[config.mk]
export PLATFORM = sky130hd
export DESIGN_NAME = tun_sqrt_cell
export DESIGN_NICKNAME = d
export VERILOG_FILES = /design/src/tun_pkg.sv /design/src/tun_sqrt_cell.sv
export SDC_FILE = /design/constraint.sdc
export NUM_CORES = 1
export LEC_CHECK = 0
export BUFFER_PORTS_ARGS = -buffer_cell sky130_fd_sc_hd__buf_2
export CORE_AREA = 2 2 201 203
export DETAILED_ROUTE_END_ITERATION = 12
export DIE_AREA = 0 0 203 205
export SYNTH_ARGS = -nofsm -noshare
export SYNTH_HDL_FRONTEND = slang
export SYNTH_SLANG_ARGS = --single-unit
export TNS_END_PERCENT = 10
[constraint.sdc]
create_clock -name clock -period 3.6 [get_ports clock]
set_input_delay 0.72 -clock clock [delete_from_list [all_inputs] [get_ports clock]]
set_output_delay 0.72 -clock clock [all_outputs]
set_load 0.05 [all_outputs]
[src/tun_pkg.sv]
// Package for the triangle unit normal pipeline: widths, shared vector type.
// No dependencies.
`default_nettype none
package tun_pkg;
   localparam int CoordW = 24;
   localparam int EdgeW  = 25;
   localparam int CrossW = 51;
   localparam int MagW   = 31;
   localparam int SumW   = 64;
   localparam int RootW  = 32;
   localparam int NormW  = 16;
   localparam int SqrtSteps = 32;
   localparam int QuotW  = 17;
   localparam int DivSteps  = 17;

   typedef struct packed {
      logic [2:0]             neg;
      logic                   degen;
      logic [2:0][MagW-1:0]   mag;
   } vec_type;
endpackage
`default_nettype wire

[src/tun_sqrt_cell.sv]
// One restoring square root step; the normalized vector rides along beside it.
// Uses tun_pkg.
`default_nettype none
module tun_sqrt_cell import tun_pkg::*; (
   input  wire logic              clock,
   input  wire logic              en,
   input  wire logic [SumW-1:0]   rem_i,
   input  wire logic [SumW-1:0]   op_i,
   input  wire logic [RootW-1:0]  root_i,
   input  wire vec_type           vec_i,
   output logic      [SumW-1:0]   rem_o,
   output logic      [SumW-1:0]   op_o,
   output logic      [RootW-1:0]  root_o,
   output vec_type                vec_o
);
   logic [SumW+1:0] rem_in;
   logic [SumW+1:0] trial;
   logic [SumW-1:0] rem_ff;
   logic [SumW-1:0] op_ff;
   logic [RootW-1:0] root_ff;
   vec_type vec_ff;

   // bring down two radicand bits, try (root<<2)|1
   always_comb begin
      rem_in = {rem_i, op_i[SumW-1 -: 2]};
      trial  = {root_i, 2'b01};
   end

   always_ff @(posedge clock) begin
      if (en) begin
         if (rem_in >= trial) begin
            rem_ff  <= SumW'(rem_in - trial);
            root_ff <= {root_i[RootW-2:0], 1'b1};
         end else begin
            rem_ff  <= SumW'(rem_in);
            root_ff <= {root_i[RootW-2:0], 1'b0};
         end
         op_ff  <= {op_i[SumW-3:0], 2'b00};
         vec_ff <= vec_i;
      end
   end

   assign rem_o  = rem_ff;
   assign op_o   = op_ff;
   assign root_o = root_ff;
   assign vec_o  = vec_ff;
endmodule
`default_nettype wire

== After elaboration in Yosys (flattened, before gate mapping) ==
Cells that the tools add are included.

* Register bits after elaboration: 255
* Bits of input ports: 259
* Output and inout port bits: 257

* Add/subtract/negate cells: 1
* Magnitude comparators: 1
* Multiplexer cells: 2

{| class="wikitable"
|+ Operators by type and width
! cell !! number
|-
| greater-or-equal comparator 66 x 34 -> 1 bit || 1
|-
| 2-to-1 mux 64 bit || 1
|-
| subtractor 64 x 34 -> 64 bit || 1
|-
| 2-to-1 mux 1 bit || 1
|}

== Longest topological paths before layout ==
* Word-level depth: 2
* Depth in mapped cells: 13
* Gate-level depth less buffers: 11

== Least setup slack after synthesis ==
No wires, ideal clock.

* Path kind: input to register
* Start: input root_i[13]
* End: register rem_ff[50], in the netlist rem_o[50] (data pin)
* Arrival: 2.906 ns
* Data required time: 3.334 ns
* Slack: 0.429 ns
* Stages on the path: 11
* Cells stage by stage: inv_1 > ha_1 > buf_2 > and4_1 > nand3_1 > or2_2 > o211ai_1 > a41o_1 > clkbuf_1 > nor3_1 > xor2_1

* Longest elaborated chain between the ends: 2
* Elaborated cells on any way between the ends: 3
* Classes of those cells: add/sub (1); order compare (1); mux (1)

{| class="wikitable"
|+ RTL lines
! item !! line !! text
|-
| start: declaration || tun_sqrt_cell.sv:9 || <nowiki>input wire logic [RootW-1:0] root_i,</nowiki>
|-
| subtractor 64 x 34 -> 64 bit or greater-or-equal comparator 66 x 34 -> 1 bit (tied branches) || tun_sqrt_cell.sv:32, tun_sqrt_cell.sv:31 ||
|-
| 2-to-1 mux 64 bit (*) || tun_sqrt_cell.sv:31 || <nowiki>if (rem_in >= trial) begin</nowiki>
|-
| end signal: assignment || tun_sqrt_cell.sv:32 || <nowiki>rem_ff <= SumW'(rem_in - trial);</nowiki>
|-
| end signal: assignment || tun_sqrt_cell.sv:35 || <nowiki>rem_ff <= SumW'(rem_in);</nowiki>
|-
| end: declaration || tun_sqrt_cell.sv:18 || <nowiki>logic [SumW-1:0] rem_ff;</nowiki>
|}

Mark *: on every way between the ends. The rest lies on a longest branch, timed or not.
A chain may end at the register's enable or synchronous reset.

== Final worst setup path ==
* Start: input rem_i[2]
* End: register rem_ff[41], in the netlist rem_o[41] (data pin)

* Longest elaborated chain between the ends: 2
* Elaborated cells on any way between the ends: 3
* Classes of those cells: add/sub (1); order compare (1); mux (1)

{| class="wikitable"
|+ RTL lines
! item !! line !! text
|-
| start: declaration || tun_sqrt_cell.sv:7 || <nowiki>input wire logic [SumW-1:0] rem_i,</nowiki>
|-
| subtractor 64 x 34 -> 64 bit or greater-or-equal comparator 66 x 34 -> 1 bit (tied branches) || tun_sqrt_cell.sv:32, tun_sqrt_cell.sv:31 ||
|-
| 2-to-1 mux 64 bit (*) || tun_sqrt_cell.sv:31 ||
|}

Marked as above.

==> flow_summary.ini <==
[setup_path]
cpPeakStageDelay_ps = 380
start_kind = primary input
timing.critical_path.buf_inv = 3
crit_family = compound AO/OA/AOI/OAI gates
path_cells = buf_2 > ha_1 > a21o_1 > o21bai_1 > o211ai_1 > a211oi_1 > buf_4 > o21bai_1 > a21oi_1 > buf_4 > nor3_1 > xor2_1
path_max_fanout = 11
end_kind = flip-flop
critPathKind = primary input to flip-flop
required_ps = 3890
slowest_stage = o211ai_1
arrival_ps = 3440

[placed_design]
gp_congestion = 0.895
port_buffers = 513
dp_hpwl_um = 30200

[status]
status = completed

[cts]
htree_levels = 1
cts-resized-gates = 0
clockBufferDepth = 3
cts_buffers = 29
postCtsHoldBufs = 0
clock_sinks = 255
cts_tree = done
cts_root_buf = clkbuf_16
path_clk_slew_ps = 60
post_cts_buffers = 0

[hold_path]
min_path_type = primary input to flip-flop
min-delay-start = op_i[41]
hold_depth = 1
min_to = op_o[43]

[die]
io_pins = 516
die-area_mm2 = 0.0416
fp.dieW_um = 203
row_count = 73
initial_core_util_pct = 27.8
coreArea_mm2 = 0.0394
die_y_um = 205

[route]
ant_nets = 0
vias = 8573
post-route-drc-count = 0
viasPerCell = 4.54
detail_route.first_pass.iterations = 6
wl_per_cell_um = 19.9
routed_wl_um = 37600
drt_iter0_drc = 510

[sta]
fin_setup_tns_ps = 0
max_slew.worst_pin.slew_ps = 701
slew_violations = 0
hold_viol = 0
min_period_over_period_pct = 87.4
max_slew_margin_pct = 53.3
fmax_mhz = 318
setup_viol = 0
rsz0062_at_grt = no
fin_crit_ps = 3150

[job]
max_cap_viol_count = 0

[logic_synthesis]
yosysSeqAreaShare_pct = 70.0
synth.area.top_cells = edfxtp_1, ha_1, xor2_1
avgSynthCellArea_um2 = 14.3
yosysWarnings = 0
synth_area_mm2 = 0.0109
synth_seq_cells = 255
yosys.area.top_type = edfxtp_1
synthFlopType = edfxtp_1
yosysUniqueCellTypes = 55
async_reset_ff_share_pct = 0
synth_edf_count = 255
synth_top_area_share_pct = 70.0
synthCells = 764

[global_routing]
grt_first_pass_wirelength_um = 52700
track_usage_pct = 17.0
antenna_found_initial = 11
grt_max_degree = 84
grt_pass1_vias = 8254
grt_overflow_total = 0

[layout]
nets = 1629
drive_above_1_share_pct = 46.1
utilization_pct = 39.0
area_delta_synth_final_pct = 40.4

[pwr]
power_density_mw_per_mm2 = 554
switching_share_pct = 32.8
power.internal_mw = 5.71
leakagePower_nw = 6.57
vdd_drop_max_mv = 0.414
seq_power_share_pct = 43.0
clockPowerShare_pct = 33.4
p_switching_mw = 2.79
comb_power_share_pct = 23.6
-- synth_stat cells (3+ instances only) --
| cell type | number |
|---|---|
| o21bai_1 | 6 |
| o21ai_0 | 31 |
| nor4_1 | 14 |
| edfxtp_1 | 255 |
| nand3_1 | 6 |
| nor3_1 | 17 |
| ha_1 | 34 |
| a21boi_0 | 5 |
| and3_1 | 4 |
| or4_1 | 4 |
| clkbuf_1 | 8 |
| nand2b_1 | 4 |
| a21o_1 | 11 |
| xnor2_1 | 22 |
| inv_1 | 40 |
| buf_4 | 3 |
| xor2_1 | 38 |
| nor4_2 | 5 |
| a21oi_1 | 66 |
| and4_1 | 3 |
| or2_2 | 6 |
| o21a_1 | 7 |
| nand2_1 | 44 |
| nor2b_1 | 3 |
| o211ai_1 | 7 |
| a31oi_1 | 4 |
| buf_6 | 7 |
| nand4_1 | 9 |
| or3_1 | 16 |
| nor2_1 | 53 |
-- worst max-delay path by stage --
stage / slack, ps / startpoint / to / cells past startpoint
after floorplan: 430 / root_i[13] / rem_o[50] / 11
after global placement: -70 / rem_i[2] / rem_o[53] / 12
after detailed placement: -70 / rem_i[2] / rem_o[53] / 12
after CTS: 510 / rem_i[2] / rem_o[53] / 12
after global routing: 290 / root_i[2] / rem_o[53] / 13
final: 450 / rem_i[2] / rem_o[41] / 12
-- sequential cells by signal, summed over array words and instances, names as in the netlist --
signal and count:
vec_o 97, rem_o 64, op_o 62, root_o 32
-- cells by family after synthesis --
logic type | synth area share, %
and+or+nand+nor | 9.81
xor gates and xnor gates | 4.81
DFF | 70.0
other | 0.0343
buffers and inverters | 2.65
AOI/OAI and AO/OA | 8.78
adders and majority gates | 3.89
-- through the flow --
| stage | power, mW | area (um2) | setup WS [ps] | std cells | hold slack (ps) |
|---|---|---|---|---|---|
| 2_1_floorplan | 5.04 | 10900 | 429 | 765 | 819 |
| 6_report | 8.50 | 15300 | 454 | 1889 | 333 |
| 3_3_place_gp | 5.72 | 14400 | -73.1 | 1830 | 896 |
| 3_5_place_dp | 5.73 | 14400 | -69.3 | 1830 | 898 |
| 5_1_grt | 8.84 | 15300 | 286 | 1886 | 296 |
| 4_1_cts | 8.62 | 15300 | 513 | 1882 | 294 |
-- cell type report --
type,count,area [um2]
inverters,41,154
clock inverters,18,155
flip-flops and latches,255,7660
diodes,7,17.5
repair buffers,559,2970
fillers,3848,24000
clock buffers,34,744
multi-input cells,450,2990
well taps,525,657
-- layer usage --
metal  vias up  global-route usage [%]  wire length [um]
met5         -                       0                72
met4        10                    5.42               782
met3        55                    3.98              3020
met2       378                    29.6             19100
met1      4105                    20.7             14600
li1       4025                       -                 -
-- layout by cell type, fill, tap and decap left out, types with 5 or more instances in the layout --
cell type    n
nand4_1      9
or2_2        6
nor4_2       5
nor2_1      53
a21oi_1     66
a21boi_0     5
o211ai_1     7
or3_1       16
nand2_1     44
clkinv_1     7
edfxtp_1   255
o21a_1       7
buf_2      512
clkbuf_1     5
o21bai_1     6
nor4_1      14
xor2_1      38
clkbuf_16   29
buf_4       42
o21ai_0     31
ha_1        34
nand3_1      6
nor3_1      17
diode_2      7
xnor2_1     22
a21o_1      11
inv_1       40
-- power by group through the flow --
stage | combinational, mW | clock [mW] | sequential (mW)
CTS | 2.02 | 2.94 | 3.66
detailed placement | 2.01 | 0 | 3.72
global route | 2.11 | 3.05 | 3.68
global placement | 2.01 | 0 | 3.71
finish | 2.00 | 2.84 | 3.66
floorplan | 0.375 | 0 | 4.67
No activity file was read; power rests on OpenSTA's default activity.
