**config.mk**
```make
export PLATFORM = sky130hd
export DESIGN_NAME = tun_div_cell
export DESIGN_NICKNAME = d
export VERILOG_FILES = /design/src/tun_pkg.sv /design/src/tun_div_cell.sv
export SDC_FILE = /design/constraint.sdc
export NUM_CORES = 1
export LEC_CHECK = 0
export BUFFER_PORTS_ARGS = -buffer_cell sky130_fd_sc_hd__buf_2
export CAP_MARGIN = 10
export CORE_ASPECT_RATIO = 1.1
export CORE_UTILIZATION = 57
export CTS_CLUSTER_SIZE = 25
export DETAILED_ROUTE_END_ITERATION = 16
export GPL_ROUTABILITY_DRIVEN = 0
export GPL_TIMING_DRIVEN = 0
export PLACE_DENSITY_LB_ADDON = 0.1
export SKIP_LAST_GASP = 1
export SLEW_MARGIN = 15
export SYNTH_ARGS = -nofsm -noshare
export SYNTH_HDL_FRONTEND = slang
export SYNTH_SLANG_ARGS = --single-unit
```
**constraint.sdc**
```tcl
create_clock -name clock -period 7.9 [get_ports clock]
set_input_delay 1.185 -clock clock [delete_from_list [all_inputs] [get_ports clock]]
set_output_delay 1.185 -clock clock [all_outputs]
set_load 0.01 [all_outputs]
```
**src/tun_pkg.sv**
```systemverilog
// Package for the triangle unit normal pipeline: widths, shared vector type.
// No dependencies.
`default_nettype none
package tun_pkg;
   localparam int CoordW = 24;
   localparam int EdgeW  = 25;
   localparam int CrossW = 51;
   localparam int MagW   = 31;
   localparam int SumW   = 64;
   localparam int RootW  = 32;
   localparam int NormW  = 16;
   localparam int SqrtSteps = 32;
   localparam int QuotW  = 17;
   localparam int DivSteps  = 17;

   typedef struct packed {
      logic [2:0]             neg;
      logic                   degen;
      logic [2:0][MagW-1:0]   mag;
   } vec_type;
endpackage
`default_nettype wire

```
**src/tun_div_cell.sv**
```systemverilog
// One restoring divide step on three components sharing a divisor.
// Uses tun_pkg.
`default_nettype none
module tun_div_cell import tun_pkg::*; (
   input  wire logic                  clock,
   input  wire logic                  en,
   input  wire logic [RootW-1:0]      len_i,
   input  wire logic [2:0][RootW:0]   rem_i,
   input  wire logic [2:0][QuotW-1:0] q_i,
   input  wire logic [2:0]            neg_i,
   input  wire logic                  degen_i,
   output logic      [RootW-1:0]      len_o,
   output logic      [2:0][RootW:0]   rem_o,
   output logic      [2:0][QuotW-1:0] q_o,
   output logic      [2:0]            neg_o,
   output logic                       degen_o
);
   logic [RootW-1:0] len_ff;
   logic [2:0][RootW:0] rem_ff;
   logic [2:0][QuotW-1:0] q_ff;
   logic [2:0] neg_ff;
   logic degen_ff;
   logic [2:0][RootW+1:0] sh;

   always_comb begin
      for (int i = 0; i < 3; i++) sh[i] = {rem_i[i], q_i[i][QuotW-1]};
   end

   // the quotient MSB carries the next dividend bit into the remainder
   always_ff @(posedge clock) begin
      if (en) begin
         for (int i = 0; i < 3; i++) begin
            if (sh[i] >= {2'b00, len_i}) begin
               rem_ff[i] <= (RootW+1)'(sh[i] - {2'b00, len_i});
               q_ff[i]   <= {q_i[i][QuotW-2:0], 1'b1};
            end else begin
               rem_ff[i] <= (RootW+1)'(sh[i]);
               q_ff[i]   <= {q_i[i][QuotW-2:0], 1'b0};
            end
         end
         len_ff   <= len_i;
         neg_ff   <= neg_i;
         degen_ff <= degen_i;
      end
   end

   assign len_o   = len_ff;
   assign rem_o   = rem_ff;
   assign q_o     = q_ff;
   assign neg_o   = neg_ff;
   assign degen_o = degen_ff;
endmodule
`default_nettype wire

```
# [Word-level counts from Yosys, hierarchy flattened]
# Index checks and enable logic that the tools add are counted.
# W data, S select, Z words.
[word_totals] reg_bits=186 input_bits=188 output_inout_bits=186
[classes] add_sub_neg=3 magnitude_cmp=3 mux=6
[ops] cell="$ge A34 B32 Y1" n=3
[ops] cell="$mux W33" n=3
[ops] cell="$sub A33 B32 Y33" n=3
[ops] cell="$mux W1" n=3

# [Depth between registers and ports, before layout]
[depth] ltp_word=2 mapped_depth=14 ltp_nobuf=13

# [Least setup slack after synthesis]
# OpenSTA, ideal clock, no wires.
[synth_timing] path_kind="input -> register" startpoint="input q_i[50] in the netlist's numbering" endpoint="register rem_ff, in the netlist rem_o[69], data pin" setup_time_ns=0.262 t_arrival_ns=3.600 required_time_ns=7.638 setup_slack_ns=4.038 path_stages=13 path_buffers=1 cell_sequence="inv_1 > ha_1 > inv_1 > fa_1 > a21o_1 > a21oi_1 > o211ai_1 > a41oi_2 > o211ai_1 > a221oi_2 > nor2_2 > buf_4 > mux2_1"
[synth_via] elab_chain_cells=2 word_cells_on_any_way=3 classes_between="add/sub (1); order compare (1); mux (1)"
[synth_rtl] item="from (decl)" line_no="tun_div_cell.sv:9" text="input wire logic [2:0][QuotW-1:0] q_i,"
[synth_rtl] item="$sub A33 B32 Y33 or $ge A34 B32 Y1 (tied branches)" line_no="tun_div_cell.sv:34, tun_div_cell.sv:33"
[synth_rtl] item="$mux W33 *" line_no="tun_div_cell.sv:33" text="if (sh[i] >= {2'b00, len_i}) begin"
[synth_rtl] item="to (signal, indexed assignment)" line_no="tun_div_cell.sv:34" text="rem_ff[i] <= (RootW+1)'(sh[i] - {2'b00, len_i});"
[synth_rtl] item="to (signal, indexed assignment)" line_no="tun_div_cell.sv:37" text="rem_ff[i] <= (RootW+1)'(sh[i]);"
[synth_rtl] item="to (decl)" line_no="tun_div_cell.sv:19" text="logic [2:0][RootW:0] rem_ff;"
# Every way passes the cells marked *; elsewhere a longest branch is shown, timed or not.
# A chain may end at the register's enable or synchronous reset.

# [Worst setup path in the final report]
[layout_timing] startpoint="input len_i[1]" endpoint="register rem_ff, in the netlist rem_o[76], data pin"
[layout_via] elab_chain_cells=2 word_cells_on_any_way=3 classes_between="add/sub (1); order compare (1); mux (1)"
[layout_rtl] item="from (decl)" line_no="tun_div_cell.sv:7" text="input wire logic [RootW-1:0] len_i,"
[layout_rtl] item="$sub A33 B32 Y33 or $ge A34 B32 Y1 (tied branches)" line_no="tun_div_cell.sv:34, tun_div_cell.sv:33"
[layout_rtl] item="$mux W33 *" line_no="tun_div_cell.sv:33"
# Marks and branches as above.

==> impl_metrics.json <==
{
  "h-tree-depth": 4,
  "pin_count": 374,
  "final_max_slew_viol_count": 0,
  "status": "completed",
  "root_buffer": "clkbuf_16",
  "setup_viol": 0,
  "tightestPinTransition_ns": 0.755,
  "dr_total_vias": 11000,
  "min_period_ns": 4.27,
  "die_y_um": 154,
  "fp.dieW_um": 141,
  "seq_area_um2": 5590,
  "power_uw": 2990,
  "cp_data_required_time_ns": 8.07,
  "yosys.cell_types.count": 68,
  "synthCells": 1194,
  "min_path_type": "primary input to flop",
  "path_clk_slew_ns": 0.08,
  "path_class": "primary input to flop",
  "final_cell_mix": "386 x buf_2, 186 x edfxtp_1, 148 x a21oi_1",
  "core_um2": 20600,
  "grt_overflow": 0,
  "viasPerCell": 5.88,
  "arrival_ns": 4.44,
  "antenna_left": 0,
  "cts.path.max_buffers": 2,
  "p_clk_share_pct": 27.5,
  "grt_pass1_vias": 10200,
  "cts.sinks": 186,
  "netSwitchingPower_uw": 965,
  "synth-warning-count": 0,
  "track_usage_pct": 32.3,
  "multi_input_area_um2": 6010,
  "fmax_mhz": 234,
  "syn_area_um2": 12000,
  "wl_per_cell_um": 18.9,
  "synth_top_cells_by_area": "edfxtp_1 46%, ha_1 10%, a21oi_1 6.1%",
  "cts_tree": "done",
  "synth_seq_cells": 186,
  "dieArea_um2": 21700,
  "grt_setup_unrepaired": "no",
  "fin_crit_sh_pct": 54.0,
  "routed_wl_um": 35300,
  "yosys_most_used_dff": "edfxtp_1",
  "start_util_pct": 58.4,
  "io_buffers": 373,
  "post-cts-setup-buffers": 0,
  "postCtsResizedCells": 0,
  "swShare_pct": 32.3,
  "yosysSeqAreaShare_pct": 46.4,
  "postCtsHoldBufs": 0,
  "p_int_uw": 2020,
  "irDropWorstVdd_v": 0.000148,
  "tns_ns": 0,
  "hold_ws_ns": 0.910,
  "synthArstFlopShare_pct": 0,
  "synth_top_cell_by_area": "edfxtp_1",
  "final_util_pct": 71.9,
  "synth_edf_count": 186,
  "drt_pre_antenna_iters": 5,
  "drtIter0Drc": 1040,
  "area_growth_pct": 23.3,
  "start_kind": "primary input",
  "drive_gt1_share_pct": 28.4,
  "crit_fanout": 10,
  "n_fill_cell": 1566,
  "antenna_found_initial": 9,
  "combPwrFrac_pct": 29.7,
  "place_hpwl_um": 28000,
  "cp-end-kind": "flop",
  "rows": 55,
  "drc": 0,
  "mostFrequentLayoutCell": "buf_2",
  "grt_max_degree": 97,
  "grt_first_pass_wirelength_um": 53300,
  "maxCapViolCount": 0,
  "p_leak_uw": 0.00661,
  "fin_nets": 1874,
  "slew_headroom_pct": 49.7,
  "final_hold_viol_count": 0,
  "cts_inserted_buffers": 17,
  "syn_area_per_cell_um2": 10.1,
  "power_frac_seq_pct": 42.8,
  "synth.net_count": 1481,
  "synth_top_area_share_pct": 46.4,
  "p_per_area_nw_per_um2": 201
}
[cells in the mapped netlist (3+ instances only)]
| master | number |
|---|---|
| mux2_1 | 6 |
| nand4_1 | 25 |
| o21bai_1 | 21 |
| mux2_2 | 12 |
| o2111ai_1 | 4 |
| and4_1 | 4 |
| inv_1 | 67 |
| o21ai_0 | 67 |
| buf_2 | 14 |
| and3_1 | 10 |
| a21oi_1 | 148 |
| xnor2_1 | 44 |
| a31o_2 | 3 |
| a21o_1 | 41 |
| a221oi_2 | 3 |
| edfxtp_1 | 186 |
| nor2b_1 | 9 |
| a31oi_1 | 18 |
| a21boi_0 | 5 |
| clkbuf_1 | 30 |
| fa_1 | 3 |
| nor4_1 | 5 |
| nor3_1 | 14 |
| nand2b_1 | 12 |
| nand3_1 | 17 |
| nand2_1 | 89 |
| xor2_1 | 36 |
| a311oi_1 | 3 |
| o21ai_1 | 9 |
| a211oi_1 | 8 |
| or3_1 | 7 |
| o21a_1 | 13 |
| o211ai_1 | 5 |
| ha_1 | 96 |
| o31ai_1 | 8 |
| nor2_1 | 109 |
[worst max-delay path, cell delays in order]
cell      delay, ns
buf_2          0.11
inv_1          0.29
fa_1           0.28
a21o_1         0.13
a21oi_1        0.12
o211ai_1       0.46
a41oi_2        0.25
o211ai_1       0.47
a221oi_2       0.13
nor2_2         0.32
buf_4          0.29
buf_2          0.28
a21oi_1        0.13
[power groups by stage]
stage	Sequential, uW	Combinational [uW]	Clock (uW)
after floorplan	1370	469	0
after global placement	1300	859	0
after detailed placement	1300	869	0
after CTS	1280	878	829
after global routing	1290	967	860
final	1280	888	821
[routing by layer]
metal | up-vias | track usage, % | wire length, um
met5 | - | 0 | 23
met4 | 4 | 16.7 | 1520
met3 | 100 | 5.76 | 2610
met2 | 534 | 57.6 | 17600
met1 | 5064 | 37.1 | 13500
li1 | 5249 | - | -
[path summary, 6_finish.rpt]
path / slack [ns] / start / cells past startpoint / end
max: 3.63 / len_i[1] / 13 / rem_o[76]
min: 0.91 / q_i[29] / 1 / q_o[30]
[cells by family after synthesis]
logic type | share of synthesized area [%]
XOR/XNOR | 5.82
adder cells (fa/ha/maj) | 10.5
AND/OR/NAND/NOR | 12.0
AO/OA/AOI/OAI | 19.8
multiplexers | 1.81
flip-flops | 46.4
buffers and inverters | 3.76
[area by class of cell]
| class | instances | share of cell area, % |
|---|---|---|
| Inverter | 67 | 1.69 |
| Buffer | 47 | 1.36 |
| Multi-Input combinational cell | 894 | 40.5 |
| Antenna cell | 8 | 0.135 |
| Clock buffer | 17 | 2.86 |
| Tap cell | 256 | 2.16 |
| Timing Repair Buffer | 374 | 12.8 |
| Clock inverter | 14 | 0.893 |
| Sequential cell | 186 | 37.6 |
[per-stage QoR]
step / instances / setup slack, ns / instance area, um2
finish: 1863 / 3.63 / 14800
global placement: 1823 / 3.31 / 14200
detailed placement: 1824 / 3.25 / 14300
global route: 1861 / 3.49 / 14800
floorplan: 1194 / 4.04 / 12000
CTS: 1855 / 3.71 / 14800
[registers in the layout (all words and copies together), names as in the netlist]
signal,count
degen_o,1
len_o,32
neg_o,3
q_o,51
rem_o,99
No activity file was read; power rests on OpenSTA's default activity.
